==> src/sv/ffd_pkg.sv <==
package ffd_pkg;

   // Default trig resolution, entries per turn
   localparam int DEF_SINE_ENTRIES = 1024;

   // Pipeline latencies of the sub-units, in cycles
   localparam int PHASE_LAT = 4;
   localparam int TRIG_LAT = 7;
   localparam int SUM_LAT = 7;
   localparam int ARG_DELAY = PHASE_LAT + TRIG_LAT;

   // Sine series coefficients, Q30
   localparam logic [30:0] S1 = 31'((64'd1570796327 << 30) / 64'd1000000000);
   localparam logic [30:0] S3 = 31'((64'd645964098 << 30) / 64'd1000000000);
   localparam logic [30:0] S5 = 31'((64'd79692626 << 30) / 64'd1000000000);
   localparam logic [30:0] S7 = 31'((64'd4681754 << 30) / 64'd1000000000);
   localparam logic [30:0] S9 = 31'((64'd160441 << 30) / 64'd1000000000);

   // Folded output gain per joint, Q32
   localparam longint unsigned K1_SH = (64'd64177824 << 32) / (64'd35040 * 64'd144);
   localparam longint unsigned K1_EL = (64'd64177824 << 32) / (64'd35040 * 64'd96);
   // Back-EMF gain per joint, Q24
   localparam longint unsigned K2_SH =
      ((64'd158856 * 64'd48 * 64'd144) << 24) / 64'd10000000;
   localparam longint unsigned K2_EL =
      ((64'd158856 * 64'd48 * 64'd96) << 24) / 64'd10000000;

   // Physical constants, Q24
   localparam longint unsigned XA_SH = ((64'd21347 << 24) / 64'd10000)
      + (((64'd144 * 64'd144 * 64'd57904) << 24) / 64'd10000000000);
   localparam longint unsigned XA_EL = ((64'd12328 << 24) / 64'd10000)
      + (((64'd96 * 64'd96 * 64'd57904) << 24) / 64'd10000000000);
   localparam longint unsigned XCOS = (64'd19865 << 24) / 64'd10000;
   localparam longint unsigned XM = (64'd12328 << 24) / 64'd10000;
   localparam longint unsigned XH = (64'd99326 << 24) / 64'd100000;
   localparam longint unsigned XB_SH = ((64'd144 * 64'd144 * 64'd3716) << 24) / 64'd1000000000;
   localparam longint unsigned XB_EL = ((64'd96 * 64'd96 * 64'd3716) << 24) / 64'd1000000000;
   localparam longint unsigned XF_SH = ((64'd144 * 64'd404055) << 24) / 64'd100000000;
   localparam longint unsigned XF_EL = ((64'd96 * 64'd404055) << 24) / 64'd100000000;

   // Term weights, all scaled to land in Q44 effort counts
   localparam longint SH_A1 = longint'((XA_SH * K1_SH) >> 20);
   localparam longint SH_A1C = longint'((XCOS * K1_SH) >> 36);
   localparam longint SH_A2 = longint'((XM * K1_SH) >> 20);
   localparam longint SH_A2C = longint'((XH * K1_SH) >> 36);
   localparam longint SH_VEL = longint'(((XB_SH * K1_SH) >> 22) + (K2_SH << 10));
   localparam longint SH_FRIC = longint'((XF_SH * K1_SH) >> 12);
   localparam longint SH_SIN = longint'((XH * K1_SH) >> 32);
   localparam longint SH_SIN2 = 2 * SH_SIN;
   localparam longint EL_A1 = longint'((XM * K1_EL) >> 20);
   localparam longint EL_A1C = longint'((XH * K1_EL) >> 36);
   localparam longint EL_A2 = longint'((XA_EL * K1_EL) >> 20);
   localparam longint EL_VEL = longint'(((XB_EL * K1_EL) >> 22) + (K2_EL << 10));
   localparam longint EL_FRIC = longint'((XF_EL * K1_EL) >> 12);
   localparam longint EL_SIN = longint'((XH * K1_EL) >> 32);

   // Command arguments carried alongside the angle path
   typedef struct packed {
      logic signed [15:0] w1;
      logic signed [15:0] w2;
      logic signed [15:0] a1;
      logic signed [15:0] a2;
   } arg_type;

endpackage

==> src/sv/ffd_phase.sv <==
// Maps the binary phase to the table angle in Q32 turns:
// k = phase*N >> 16, u = floor(k * 2^32 / N) by reciprocal and one correction.
module ffd_phase #(
   parameter int SINE_TABLE_ENTRIES = 1024
) (
   input  logic        clock,
   input  logic        reset,
   input  logic        valid_in,
   input  logic [15:0] phase_in,
   output logic        valid_out,
   output logic [31:0] angle_out
);
   import ffd_pkg::*;

   localparam int KW = $clog2(SINE_TABLE_ENTRIES);
   localparam logic [16:0] NCONST = 17'(SINE_TABLE_ENTRIES);
   localparam logic [47:0] RECIP = 48'((64'd1 << 48) / SINE_TABLE_ENTRIES);

   logic [3:0]    valid_ff;
   logic [KW-1:0] k1_ff, k2_ff, k3_ff;
   logic [31:0]   q2_ff, q3_ff;
   logic [48:0]   prod3_ff;
   logic [31:0]   angle_ff;
   logic [32:0]   kprod;
   logic [63:0]   qprod;
   logic [47:0]   rem;

   // valid shift
   always_ff @(posedge clock) begin
      if (reset) begin
         valid_ff <= '0;
      end else begin
         valid_ff <= {valid_ff[2:0], valid_in};
      end
   end

   assign kprod = 33'(phase_in) * 33'(NCONST);
   assign qprod = 64'(k1_ff) * 64'(RECIP);
   assign rem = ({16'(k3_ff), 32'd0}) - prod3_ff[47:0];

   // index, quotient estimate, back-multiply, correction
   always_ff @(posedge clock) begin
      k1_ff <= kprod[16 +: KW];
      k2_ff <= k1_ff;
      q2_ff <= qprod[47:16];
      k3_ff <= k2_ff;
      q3_ff <= q2_ff;
      prod3_ff <= 49'(q2_ff) * 49'(NCONST);
      angle_ff <= (rem >= 48'(NCONST)) ? q3_ff + 32'd1 : q3_ff;
   end

   assign valid_out = valid_ff[3];
   assign angle_out = angle_ff;

endmodule

==> config.mk <==
export PLATFORM = sky130hd
export DESIGN_NAME = ffd_phase
export DESIGN_NICKNAME = d
export VERILOG_FILES = /design/src/sv/ffd_pkg.sv /design/src/sv/ffd_phase.sv
export SDC_FILE = /design/constraint.sdc
export NUM_CORES = 1
export LEC_CHECK = 0
export BUFFER_PORTS_ARGS = -buffer_cell sky130_fd_sc_hd__buf_2
export CORE_MARGIN = 10
export CORE_UTILIZATION = 46
export CTS_CLUSTER_DIAMETER = 120
export DETAILED_ROUTE_END_ITERATION = 6
export GPL_TIMING_DRIVEN = 0
export PLACE_DENSITY = 0.8
export SYNTH_ARGS = -nofsm -noshare
export SYNTH_HDL_FRONTEND = slang
export SYNTH_SLANG_ARGS = --single-unit
==> constraint.sdc <==
create_clock -name clock -period 2.01 [get_ports clock]
set_clock_uncertainty 0.15 [all_clocks]
set_input_delay 0.201 -clock clock [delete_from_list [all_inputs] [get_ports clock]]
set_output_delay 0.201 -clock clock [all_outputs]
set_load 0.01 [all_outputs]
==> results_dict.tcl <==
set metrics [dict create \
    yosysMostFrequentCell "dfxtp_1" \
    cts.path.max_buffers 2 \
    synth_cell_type_count 4 \
    min_from "k2_ff[8]" \
    synth_edf_count 0 \
    synth_top_area_share_pct 82.0 \
    cts_tree "done" \
    crit_chain "buf_2" \
    met2_length_um 756 \
    seqCellArea_um2 881 \
    peakVddDrop_mv 0.969 \
    dp_cells 143 \
    required_ps 1660 \
    area_delta_synth_final_pct 38.8 \
    clk_pin_slew_ps 110 \
    initial_core_util_pct 48.6 \
    layout.nets 153 \
    die_w_um 68.3 \
    grt-ovfl-total 0 \
    via_per_inst 3.41 \
    ios 52 \
    route.met3.wl_um 364 \
    crit_path_max_incr_delay_ps 330 \
    ctsResizeCount 0 \
    ys.flop_type "dfxtp_1" \
    synth_area_um2 1070 \
    critical_path.startpoint_type "register" \
    die_y_um 68.3 \
    h-tree-depth 2 \
    drv_cap 0 \
    grt_pass1_wl_mm 2.30 \
    core_area_um2 2210 \
    startpoint "valid_ff[3]" \
    postRouteAntennaNets 0 \
    gp_congestion 0.609 \
    end_kind "primary output" \
    drt-initial-drc-count 6 \
    period_needed_ps 1140 \
    fin_crit_sh_pct 56.6 \
    reg2reg_from "valid_ff[0]" \
    clock_latency_ps 330 \
    max_freq_mhz 879 \
    synth_seq_cells 44 \
    yosysTopAreaCell "dfxtp_1" \
    multi_input_area_um2 108 \
    met1_length_um 488 \
    antenna_found_initial 0 \
    worstHoldPathType "reg2reg" \
    wire_per_inst_um 10.1 \
    status "completed" \
    synthArstFlopShare_pct 0 \
    first_global_vias 526 \
    dieArea_um2 4670 \
    cts.sinks 44 \
    tns_ps 0 \
    slowest_stage "dfxtp_1" \
    dr.pass1.iters 3 \
    row_count 17 \
    worst-path-max-fanout 1 \
    yosysSeqAreaShare_pct 82.0 \
    leakagePower_nw 0.750 \
    p_per_area_nw_per_um2 1010 \
    yosys_warnings 0 \
    critPathBufInv 1 \
    synth.area.top_cells "dfxtp_1 (82%), buf_4 (15%), nor2b_1 (2.3%), conb_1 (0.35%)" \
    cts-root-buf "clkbuf_4" \
    wirelength_mm 1.63 \
    crit_type "reg2out" \
    layout-drive-gt1-share_pct 38.3 \
    netlist_instances 71 \
    cp.arrival_ps 790 \
    diodes 0 \
    via_count 549 \
    grt_max_degree 13 \
    setup_viol 0 \
    synth_common_cells "dfxtp_1 (44), buf_4 (22), nor2b_1 (4), conb_1 (1)" \
    slew_viol_final 0 \
    hold_violations 0 \
    final_cell_count_no_fill 161 \
    rsz0062_at_grt "no" \
    drc 0 \
    top_layer_used "met4" \
    numCtsBuffers 5 \
    fillers 177 \
    port_buffers 23 \
    grtUsageTotal_pct 7.22 \
    synth.avg_cell_area_um2 15.1 \
    cpLargestDelayFamily "flip-flops" \
]
==> cell usage in the layout (no fill, tap or decap) <==
| cell type | instances |
|---|---|
| buf_2 | 23 |
| buf_4 | 22 |
| bufinv_16 | 1 |
| clkbuf_4 | 5 |
| conb_1 | 22 |
| dfxtp_1 | 44 |
| dlygate4sd3_1 | 12 |
| nor2b_1 | 4 |
==> where the power goes <==
part / switching, W / internal [W] / total (W) / leakage [nW]
registers: 0.00000870 / 0.000917 / 0.000925 / 0.370
clock network: 0.000234 / 0.000249 / 0.000483 / 0.0371
logic: 0.0000428 / 0.0000594 / 0.000102 / 0.342
==> metrics by stage <==
stage | hold slack (ps) | total power (W) | utilization [%] | area [um2] | worst slack (ps)
6_report | 184 | 0.00151 | 67.4 | 1490 | 873
5_1_grt | 187 | 0.00158 | 67.4 | 1490 | 815
4_1_cts | 179 | 0.00152 | 67.4 | 1490 | 857
3_5_place_dp | 155 | 0.00103 | 58.9 | 1300 | 1250
3_3_place_gp | 153 | 0.00102 | 58.9 | 1300 | 1250
2_1_floorplan | 78.7 | 0.00100 | - | 1150 | 1330
==> final timing paths <==
kind             endpoint  slack (ps)  cells after the start
max             valid_out         870                      1
min          prod3_ff[40]         180                      0
min reg2reg  prod3_ff[40]         180                      0
max reg2reg   valid_ff[1]        1330                      1
==> per-layer routing <==
| metal | GRT usage [%] | up-vias |
|---|---|---|
| li1 | - | 292 |
| met1 | 4.98 | 217 |
| met2 | 12.0 | 37 |
| met3 | 7.18 | 3 |
| met4 | 4.52 | 0 |
| met5 | 0 | - |
==> state kept, by name, indices dropped and copies added, names as in the netlist <==
name and flops:
angle_out 10, k1_ff 10, k2_ff 10, prod3_ff 10
valid_ff 4
==> cell families after synthesis <==
kind of cell / share of synthesized area [%]
other: 0.349
buffers and inverters: 15.4
and+or+nand+nor: 2.33
DFF: 82.0
==> cell type report <==
| cell class | instances | share of cell area, % |
|---|---|---|
| clock buffer | 5 | 2.52 |
| timing repair buffer | 35 | 15.8 |
| buffer | 22 | 11.1 |
| tap | 28 | 2.35 |
| sequential | 44 | 59.1 |
| clock inverter | 1 | 2.01 |
| multi-input combinational | 26 | 7.21 |
==> timing repair <==
action	in CTS	in global routing
hold buffers	12	0
endpoints found under the hold margin	14	0
buffers inserted	0	0
Note: power is estimated with default switching activity, not from simulation.
